`config.mk`:
```
export PLATFORM = sky130hd
export DESIGN_NAME = text_console_cursor_core
export DESIGN_NICKNAME = d
export VERILOG_FILES = /design/src/hw/rtl/tcc_pkg.sv /design/src/hw/rtl/tcc_alu.sv /design/src/hw/rtl/text_console_cursor_core.sv
export SDC_FILE = /design/constraint.sdc
export NUM_CORES = 1
export LEC_CHECK = 0
export ABC_AREA = 1
export BUFFER_PORTS_ARGS = -buffer_cell sky130_fd_sc_hd__buf_4
export CELL_PAD_IN_SITES_DETAIL_PLACEMENT = 1
export CELL_PAD_IN_SITES_GLOBAL_PLACEMENT = 2
export CORE_ASPECT_RATIO = 1.2
export CORE_MARGIN = 1.5
export CORE_UTILIZATION = 29
export DETAILED_ROUTE_END_ITERATION = 6
export PLACE_DENSITY_LB_ADDON = 0.05
export SLEW_MARGIN = 15
export SYNTH_ARGS = -nofsm -noshare
export SYNTH_HDL_FRONTEND = slang
export SYNTH_SLANG_ARGS = --single-unit
export TNS_END_PERCENT = 5
```
`constraint.sdc`:
```
create_clock -name clk_i -period 2.9 [get_ports clk_i]
set_input_delay 0.145 -clock clk_i [delete_from_list [all_inputs] [get_ports clk_i]]
set_output_delay 0.145 -clock clk_i [all_outputs]
set_load 0.02 [all_outputs]
```
`src/hw/rtl/tcc_pkg.sv`:
```
// ----------------------------------------------------------------------------
// tcc_pkg
// Shared types and constants of the text console cursor core.
// ----------------------------------------------------------------------------
package tcc_pkg;

  typedef enum logic [1:0] {
    FUNC_PUT     = 2'd0,
    FUNC_SET     = 2'd1,
    FUNC_LAST    = 2'd2,
    FUNC_NEWLINE = 2'd3
  } func_e;

  typedef enum logic [1:0] {
    KIND_WRITE  = 2'd0,
    KIND_SCROLL = 2'd1,
    KIND_REPORT = 2'd2
  } kind_e;

  localparam logic [7:0] CH_NEWLINE = 8'd10;
  localparam logic [7:0] CH_TAB     = 8'd9;
  localparam logic [7:0] CH_SPACE   = 8'd32;
  localparam logic [2:0] TAB_STEP   = 3'd4;

  // request to the shared compare and increment unit
  typedef struct packed {
    logic [7:0] operand;
    logic [7:0] limit;
  } alu_req_t;

  typedef struct packed {
    logic [7:0] inc;
    logic       at_limit;
    logic [7:0] sat;
  } alu_rsp_t;

endpackage

```
`src/hw/rtl/tcc_alu.sv`:
```
// ----------------------------------------------------------------------------
// tcc_alu
// Shared unit: increment, reached-limit compare and saturation of a coordinate.
// ----------------------------------------------------------------------------
module tcc_alu (
  input  tcc_pkg::alu_req_t req_i,
  output tcc_pkg::alu_rsp_t rsp_o
);

  logic above;

  assign above          = req_i.operand > req_i.limit;
  assign rsp_o.inc      = req_i.operand + 8'd1;
  assign rsp_o.at_limit = above || (req_i.operand == req_i.limit);
  assign rsp_o.sat      = above ? req_i.limit : req_i.operand;

endmodule

```
`src/hw/rtl/text_console_cursor_core.sv`:
```
// ----------------------------------------------------------------------------
// text_console_cursor_core
// Cursor sequencer for a character-cell display: cell writes, scrolls and a
// cursor report per transaction, using one shared compare/increment unit.
// ----------------------------------------------------------------------------
// sequence: a move to the last cell reports in the cycle after acceptance, a
//   set saturates column then row (SATC, SATR) before the report, and
//   characters, tabs and newlines step through writes, line feeds and scrolls
// a new transaction is taken only in idle, after the last report is taken
// reset: rst_ni clears the cursor to column 0, row 0 and returns to idle
module text_console_cursor_core #(
  parameter int COLS = 80,
  parameter int ROWS = 25
) (
  input  logic       clk_i,
  input  logic       rst_ni,
  input  logic       in_valid_i,
  output logic       in_ready_o,
  input  logic [1:0] func_i,
  input  logic [7:0] char_code_i,
  input  logic [7:0] set_col_i,
  input  logic [7:0] set_row_i,
  output logic       out_valid_o,
  input  logic       out_ready_i,
  output logic [1:0] kind_o,
  output logic [7:0] cell_col_o,
  output logic [7:0] cell_row_o,
  output logic [7:0] cell_char_o,
  output logic       last_o
);

  localparam logic [7:0] LastCol = 8'(COLS - 1);
  localparam logic [7:0] LastRow = 8'(ROWS - 1);

  typedef enum logic [6:0] {
    S_IDLE   = 7'b0000001,
    S_WRITE  = 7'b0000010,
    S_LF     = 7'b0000100,
    S_SCROLL = 7'b0001000,
    S_SATC   = 7'b0010000,
    S_SATR   = 7'b0100000,
    S_REPORT = 7'b1000000
  } state_e;

  state_e            state_q, state_d;
  logic [7:0]        col_q, col_d;
  logic [7:0]        row_q, row_d;
  logic [2:0]        cnt_q, cnt_d;
  logic [7:0]        ch_q, ch_d;
  logic [7:0]        sc_q, sc_d;
  logic [7:0]        sr_q, sr_d;
  tcc_pkg::alu_req_t alu_req;
  tcc_pkg::alu_rsp_t alu_rsp;
  logic              out_xfer;

  tcc_alu u_alu (
    .req_i (alu_req),
    .rsp_o (alu_rsp)
  );

  assign in_ready_o  = (state_q == S_IDLE);
  assign out_valid_o = (state_q == S_WRITE) || (state_q == S_SCROLL) ||
                       (state_q == S_REPORT);
  assign out_xfer    = out_valid_o && out_ready_i;

  always_comb begin
    case (state_q)
      S_LF: begin
        alu_req.operand = row_q;
        alu_req.limit   = LastRow;
      end
      S_SATC: begin
        alu_req.operand = sc_q;
        alu_req.limit   = LastCol;
      end
      S_SATR: begin
        alu_req.operand = sr_q;
        alu_req.limit   = LastRow;
      end
      default: begin
        alu_req.operand = col_q;
        alu_req.limit   = LastCol;
      end
    endcase
  end

  always_comb begin
    state_d = state_q;
    col_d   = col_q;
    row_d   = row_q;
    cnt_d   = cnt_q;
    ch_d    = ch_q;
    sc_d    = sc_q;
    sr_d    = sr_q;
    case (state_q)
      S_IDLE: begin
        if (in_valid_i) begin
          ch_d  = char_code_i;
          sc_d  = set_col_i;
          sr_d  = set_row_i;
          cnt_d = 3'd0;
          case (tcc_pkg::func_e'(func_i))
            tcc_pkg::FUNC_PUT: begin
              if (char_code_i == tcc_pkg::CH_NEWLINE) begin
                state_d = S_LF;
              end else if (char_code_i == tcc_pkg::CH_TAB) begin
                ch_d    = tcc_pkg::CH_SPACE;
                cnt_d   = tcc_pkg::TAB_STEP - {1'b0, col_q[1:0]};
                state_d = S_WRITE;
              end else begin
                cnt_d   = 3'd1;
                state_d = S_WRITE;
              end
            end
            tcc_pkg::FUNC_SET: begin
              state_d = S_SATC;
            end
            tcc_pkg::FUNC_LAST: begin
              col_d   = LastCol;
              row_d   = LastRow;
              state_d = S_REPORT;
            end
            default: begin
              state_d = (col_q != 8'd0) ? S_LF : S_REPORT;
            end
          endcase
        end
      end
      S_WRITE: begin
        if (out_xfer) begin
          cnt_d = cnt_q - 3'd1;
          if (alu_rsp.at_limit) begin
            state_d = S_LF;
          end else begin
            col_d   = alu_rsp.inc;
            state_d = (cnt_q == 3'd1) ? S_REPORT : S_WRITE;
          end
        end
      end
      S_LF: begin
        col_d = 8'd0;
        if (alu_rsp.at_limit) begin
          state_d = S_SCROLL;
        end else begin
          row_d   = alu_rsp.inc;
          state_d = (cnt_q != 3'd0) ? S_WRITE : S_REPORT;
        end
      end
      S_SCROLL: begin
        if (out_xfer) begin
          state_d = (cnt_q != 3'd0) ? S_WRITE : S_REPORT;
        end
      end
      S_SATC: begin
        col_d   = alu_rsp.sat;
        state_d = S_SATR;
      end
      S_SATR: begin
        row_d   = alu_rsp.sat;
        state_d = S_REPORT;
      end
      S_REPORT: begin
        if (out_xfer) begin
          state_d = S_IDLE;
        end
      end
      default: begin
        state_d = S_IDLE;
      end
    endcase
  end

  always_ff @(posedge clk_i or negedge rst_ni) begin
    if (!rst_ni) begin
      state_q <= S_IDLE;
      col_q   <= 8'd0;
      row_q   <= 8'd0;
      cnt_q   <= 3'd0;
    end else begin
      state_q <= state_d;
      col_q   <= col_d;
      row_q   <= row_d;
      cnt_q   <= cnt_d;
    end
  end

  always_ff @(posedge clk_i) begin
    ch_q <= ch_d;
    sc_q <= sc_d;
    sr_q <= sr_d;
  end

  always_comb begin
    case (state_q)
      S_WRITE: begin
        kind_o      = tcc_pkg::KIND_WRITE;
        cell_col_o  = col_q;
        cell_row_o  = row_q;
        cell_char_o = ch_q;
        last_o      = 1'b0;
      end
      S_SCROLL: begin
        kind_o      = tcc_pkg::KIND_SCROLL;
        cell_col_o  = 8'd0;
        cell_row_o  = 8'd0;
        cell_char_o = 8'd0;
        last_o      = 1'b0;
      end
      default: begin
        kind_o      = tcc_pkg::KIND_REPORT;
        cell_col_o  = col_q;
        cell_row_o  = row_q;
        cell_char_o = 8'd0;
        last_o      = (state_q == S_REPORT);
      end
    endcase
  end

endmodule

```
After elaboration in Yosys (flattened, before gate mapping)
Cells that the tools add are included.
{ "totals": {"reg_bits": 50, "latchBits": 0, "ramBits": 0, "mem_bits_ro": 0, "input_bits": 30, "out_inout_bits": 29, "memories": 0} }
{ "classes": {"addsub": 3, "mul": 0, "n_div": 0, "magnitude_cmp": 1, "eq_ne": 20, "shifts": 0, "mux": 36, "bitwise_logic": 0, "reduce_logical": 16} }
{ "ops": {"columns": ["operator", "n"], "rows": [
  ["2-to-1 mux 8 bit", 13],
  ["2-to-1 mux 7 bit", 9],
  ["one-hot mux 7 bit (7 select lines)", 1],
  ["one-hot mux 16 bit (3 select lines)", 1],
  ["one-hot mux 8 bit (4 select lines)", 1],
  ["one-hot mux 8 bit (3 select lines)", 1],
  ["one-hot mux 7 bit (3 select lines)", 1],
  ["2-to-1 mux 3 bit", 6],
  ["equality test 8 x 4 -> 1 bit (second input constant)", 2],
  ["!= test 2 bit (second input constant)", 6],
  ["adder 8 x 1 -> 8 bit (second input constant)", 1],
  ["equality test 8 bit", 1],
  ["> comparator 8 bit", 1],
  ["AND reduction 4 bit", 2],
  ["nonzero test 8 bit", 1],
  ["equality test 7 x 1 -> 1 bit (second input constant)", 1],
  ["equality test 7 x 2 -> 1 bit (second input constant)", 1],
  ["equality test 7 x 3 -> 1 bit (second input constant)", 1],
  ["equality test 7 x 4 -> 1 bit (second input constant)", 1],
  ["equality test 7 x 5 -> 1 bit (second input constant)", 1],
  ["equality test 7 x 6 -> 1 bit (second input constant)", 1],
  ["equality test 7 bit (second input constant)", 1],
  ["one-hot mux 3 bit (2 select lines)", 1],
  ["nonzero test 3 bit", 2],
  ["17 further kinds", 19]
]} }

Longest topological paths before layout
{ "depth": {"word_depth": 7, "mapped_depth": 22, "ltp_nobuf": 22} }

Hierarchy
A second synthesis with hierarchy kept.
{ "unflattened": {"hier_cells": 483, "area_unflattened_um2": 3533.4} }
{ "by_module_without_submodules": {"columns": ["mod", "instances", "cells_per_inst", "area_per_inst_um2", "seq_area_each_um2"], "rows": [
  ["text_console_cursor_core", 1, 406, 3060.4, 1372.6],
  ["tcc_alu", 1, 77, 473.0, 0.0]
]} }

Least setup slack after synthesis
No wires, ideal clock.
{ "synth_timing": {"path_kind": "reg-to-reg", "start": "register state_q[4]", "end": "register ch_q[0], enable pin", "setup_time_ps": 405, "t_arrival_ps": 2541, "t_required_ps": 2495, "path_slack_ps": -46, "path_stages_with_launch": 6, "synth_period_minus_slack_ps": 2946, "path_cell_list": "dfrtp_1 > nor3_4 > inv_2 > nor4_4 > inv_1 > nor2_1"} }
{ "synth_between": {"elab_chain_cells": 2} }
{ "synth_rtl": {"columns": ["item", "line_no", "source"], "rows": [
  ["start, declared", "text_console_cursor_core.sv:45", "state_e state_q, state_d;"],
  ["start signal, assigned", "text_console_cursor_core.sv:180", "state_q <= state_d;"],
  ["equality test 7 x 1 -> 1 bit", null, null],
  ["named net in_ready_o", "text_console_cursor_core.sv:18", "output logic in_ready_o,"],
  ["AND reduction 2 bit (no line)", null, null],
  ["end signal, assigned", "text_console_cursor_core.sv:188", "ch_q <= ch_d;"],
  ["end, declared", "text_console_cursor_core.sv:49", "logic [7:0] ch_q, ch_d;"]
]} }
The timed path passes the listed nets, and every way through them passes these cells.
A chain may end at the register's enable or synchronous reset.

Worst setup path in the final report
{ "layout_timing": {"start": "register state_q[0]", "end": "register row_q[1]"} }
{ "layout_between": {"elab_chain_cells": 6} }
{ "layout_rtl": {"columns": ["item", "line_no", "source"], "rows": [
  ["equality test 7 x 6 -> 1 bit, or another cell as far along", "text_console_cursor_core.sv:67, text_console_cursor_core.sv:95", null],
  ["one-hot mux 16 bit (3 select lines)", "text_console_cursor_core.sv:67", "case (state_q)"],
  ["> comparator 8 bit / equality test 8 bit (equally long branches)", "tcc_alu.sv:12, tcc_alu.sv:14", null],
  ["logical OR 1 bit", "tcc_alu.sv:14", "assign rsp_o.at_limit = above || (req_i.operand == req_i.limit);"],
  ["!= test 2 bit (no line)", null, null],
  ["AND reduction 4 bit (no line)", null, null],
  ["end signal, assigned", "text_console_cursor_core.sv:182", "row_q <= row_d;"],
  ["end, declared", "text_console_cursor_core.sv:47", "logic [7:0] row_q, row_d;"]
]} }
Several ways; a longest one is shown, not always the timed one. The select of a mux whose other input is x is not followed.

==> results.json <==
{
  "status": "complete, no violations",
  "power_leakage_nw": 2.40,
  "seq_power_share_pct": 23.0,
  "yosysTopAreaCell": "edfxtp_1",
  "dpl_worst_slack_ns": -0.136,
  "synthesis.nets": 494,
  "die_width_um": 101,
  "hold_depth": 1,
  "reg2reg_slack_ns": 0.05,
  "syn_area_um2": 3350,
  "yosysWarnings": 0,
  "wl_per_cell_um": 16.3,
  "cts_tree": "yes",
  "postSynth.asyncResetShare_pct": 52.0,
  "grt_antenna_before_repair": 0,
  "finClkSkew_ns": 0.00710,
  "swShare_pct": 46.0,
  "initial_core_util_pct": 30.1,
  "numCtsBuffers": 5,
  "setup_viol": 0,
  "drc": 0,
  "worst_slack_ns": 0.0542,
  "min_period_ns": 2.85,
  "synth_top_area_share_pct": 21.5,
  "end_kind": "flop",
  "area_growth_pct": 43.3,
  "drive_gt1_share_pct": 34.3,
  "die_y_um": 121,
  "core_um2": 11100,
  "cts_buffer_depth": 2,
  "routed_wl_mm": 11.9,
  "max_stage_delay_ns": 0.54,
  "rows": 42,
  "worst_pin_slew_ns": 0.713,
  "r2r-start": "state_q[0]$_DFFE_PN1P_",
  "portBuffers": 58,
  "yosysMostFrequentCell": "nand2_1",
  "vdd_drop_max_v": 0.000348,
  "final_antenna_net_count": 0,
  "slowest_stage": "dfstp_2",
  "fillers": 1390,
  "drv_cap": 0,
  "register_area_um2": 1380,
  "intPower_mw": 2.61,
  "grt_max_degree": 27,
  "drt_first_pass_iters": 4,
  "stdcell_count": 731,
  "netlist_instances": 454,
  "final.setup.tns_ns": 0,
  "clock-sinks": 50,
  "design.final.nets": 616,
  "relSlewSlack_pct": 52.0,
  "clk_pin_slew_ns": 0.07,
  "path_max_fanout": 7,
  "ios": 59,
  "clock_insertion_delay_worst_skew_ns": 0.30,
  "clkPwrFrac_pct": 14.2,
  "multi_input_area_um2": 1780,
  "ys_top_cells_by_area": "edfxtp_1, dfrtp_1, nand2_1",
  "place_hpwl_mm": 9.23,
  "grt_pass1_vias": 3594,
  "hold_start": "set_row_i[4]",
  "grt.total_usage_pct": 20.9,
  "synth.distinct_cells": 34,
  "period_share_pct": 98.1,
  "rsz0062_at_grt": "true",
  "synth_common_cells": "nand2_1, inv_1, nor2_1",
  "htreeDepth": 2,
  "maxSlewViolCount": 0,
  "arrival_ns": 3.03,
  "hold_class": "in2reg",
  "cp_common_cell": "nand2_1",
  "die-area_um2": 12200,
  "grt_pass1_wl_mm": 19.2,
  "drt_iter0_markers": 125,
  "power_density_nw_per_um2": 1010,
  "n_antenna_cell": 0,
  "gp_congestion": 0.888,
  "vias_per_cell": 4.63,
  "syn_area_per_cell_um2": 7.38,
  "synth-main-ff-cell": "dfrtp_1",
  "synth_edf_count": 24,
  "cp.required_ns": 3.08,
  "worstPathCellList": "buf_6 -> inv_4 -> nand2_4 -> nor2_4 -> nand2_8 -> inv_6 -> nor2_4 -> nand2_1 -> o21ai_2 -> inv_2 -> ha_4 -> inv_2 -> o21bai_1 -> a21oi_1 -> a21oi_1 -> nand3_2 -> nand3_4 -> nand2_4 -> nand3b_4 -> clkinv_4 -> nand2_1 -> nand2_1",
  "min_to": "sr_q[4]$_DFFE_PP_",
  "vias": 3385,
  "p_comb_share_pct": 62.8,
  "synth_seq_cells": 50,
  "numPlacedInstances": 712,
  "gr-total-overflow": 0,
  "crit_type": "reg2reg",
  "timing.fmax_mhz": 351,
  "switching_power_mw": 2.22,
  "hold_violations": 0,
  "timing.rr.end": "row_q[1]$_DFFE_PN0P_",
  "startpoint_type": "flop",
  "rr_worst_depth": 22,
  "cts_root_buf": "clkbuf_16",
  "ys_seq_area_share_pct": 41.0
}
-- timing repair --
action | CTS | global route
gates resized for setup | 17 | 27
cloned | 1 | 0
hold endpoints to repair | 25 | 0
setup endpoints to repair | 18 | 19
hold buffers | 1 | 0
setup buffers | 4 | 5
pin swaps | 5 | 8
-- flip-flops by register name (all words and copies together), names as in the netlist --
signal   count
sc_q         8
cnt_q        3
ch_q         8
col_q        8
sr_q         8
row_q        8
state_q      7
-- per-layer routing --
metal	wire (µm)	GRT usage, %	up-vias
met2	5870	36.0	72
li1	-	-	1687
met4	172	4.95	0
met5	0	0	-
met1	5370	27.1	1617
met3	525	3.29	9
-- how the worst max path moves through the flow --
stage	endpoint	depth (start not counted)	slack [ns]	from
floorplan	col_q[0]$_DFFE_PN0P_	18	0.08	state_q[4]$_DFFE_PN0P_
detailed placement	col_q[0]$_DFFE_PN0P_	17	-0.14	state_q[4]$_DFFE_PN0P_
finish	row_q[1]$_DFFE_PN0P_	22	0.05	state_q[0]$_DFFE_PN1P_
global route	col_q[1]$_DFFE_PN0P_	18	-0.11	state_q[1]$_DFFE_PN0P_
global placement	col_q[0]$_DFFE_PN0P_	18	-0.10	state_q[0]$_DFFE_PN1P_
CTS	col_q[0]$_DFFE_PN0P_	22	0.005	state_q[0]$_DFFE_PN1P_
-- kinds of logic (layout without fill, tap and decap cells) --
kind of cell             Yosys count  after routing  synth area share, %
adder cells (fa/ha/maj)           10             10                 3.74
buffers and inverters             83            205                 9.82
AO/OA/AOI/OAI                     35             35                 6.28
AND/OR/NAND/NOR                  275            276                 38.9
XOR/XNOR                           1              1                0.262
flip-flops                        50             50                 41.0
-- worst max-delay path: cells and delay by family (launching register included) --
family          cells  cell delay [ns]
compound gates      4             0.43
fa+ha+maj           1             0.27
buf+inv             6             0.39
flops               1             0.54
simple gates       11             1.10
-- power groups by stage --
stage          Combinational (mW)  Sequential [mW]  Clock (mW)
5_1_grt                      3.34             1.13       0.730
3_3_place_gp                 2.62             1.11           0
3_5_place_dp                 2.66             1.11           0
4_1_cts                      2.84             1.10       0.708
6_report                     3.03             1.11       0.686
2_1_floorplan                1.58             1.09           0
-- area by class of cell --
class,count,share of cell area (%)
well taps,154,4.01
flip-flops and latches,50,28.6
clock buffers,5,2.61
inverters,71,5.97
repair buffers,126,20.7
clock inverters,3,0.938
multi-input cells,322,37.1
-- cell usage in the layout (no fill, tap or decap), drive strengths merged --
cell         netlist  routed
a21oi             14      14
and3               1       1
buf                2     125
bufinv             0       1
clkbuf            10       5
clkinv             2       1
clkinvlp           0       2
dfrtp             25      25
dfstp              1       1
dlygate4sd3        0       1
edfxtp            24      24
ha                10      10
inv               69      70
nand2            143     143
nand3             48      48
nand3b             2       2
nand4             11      11
nor2              63      64
nor3               1       1
nor4               6       6
o211ai             1       1
o21ai             19      19
o21bai             1       1
xnor2              1       1
-- stage by stage --
stage | cell area (µm²) | utilization, % | hold slack, ns | total power [mW]
CTS | 4690 | 42.1 | 0.0142 | 4.66
finish | 4800 | 43.1 | 0.0208 | 4.83
floorplan | 3350 | - | -0.151 | 2.66
global placement | 4400 | 39.5 | 0.116 | 3.73
detailed placement | 4400 | 39.5 | 0.118 | 3.78
global route | 4800 | 43.1 | 0.0128 | 5.21
Power figures use the tool's default switching activity.
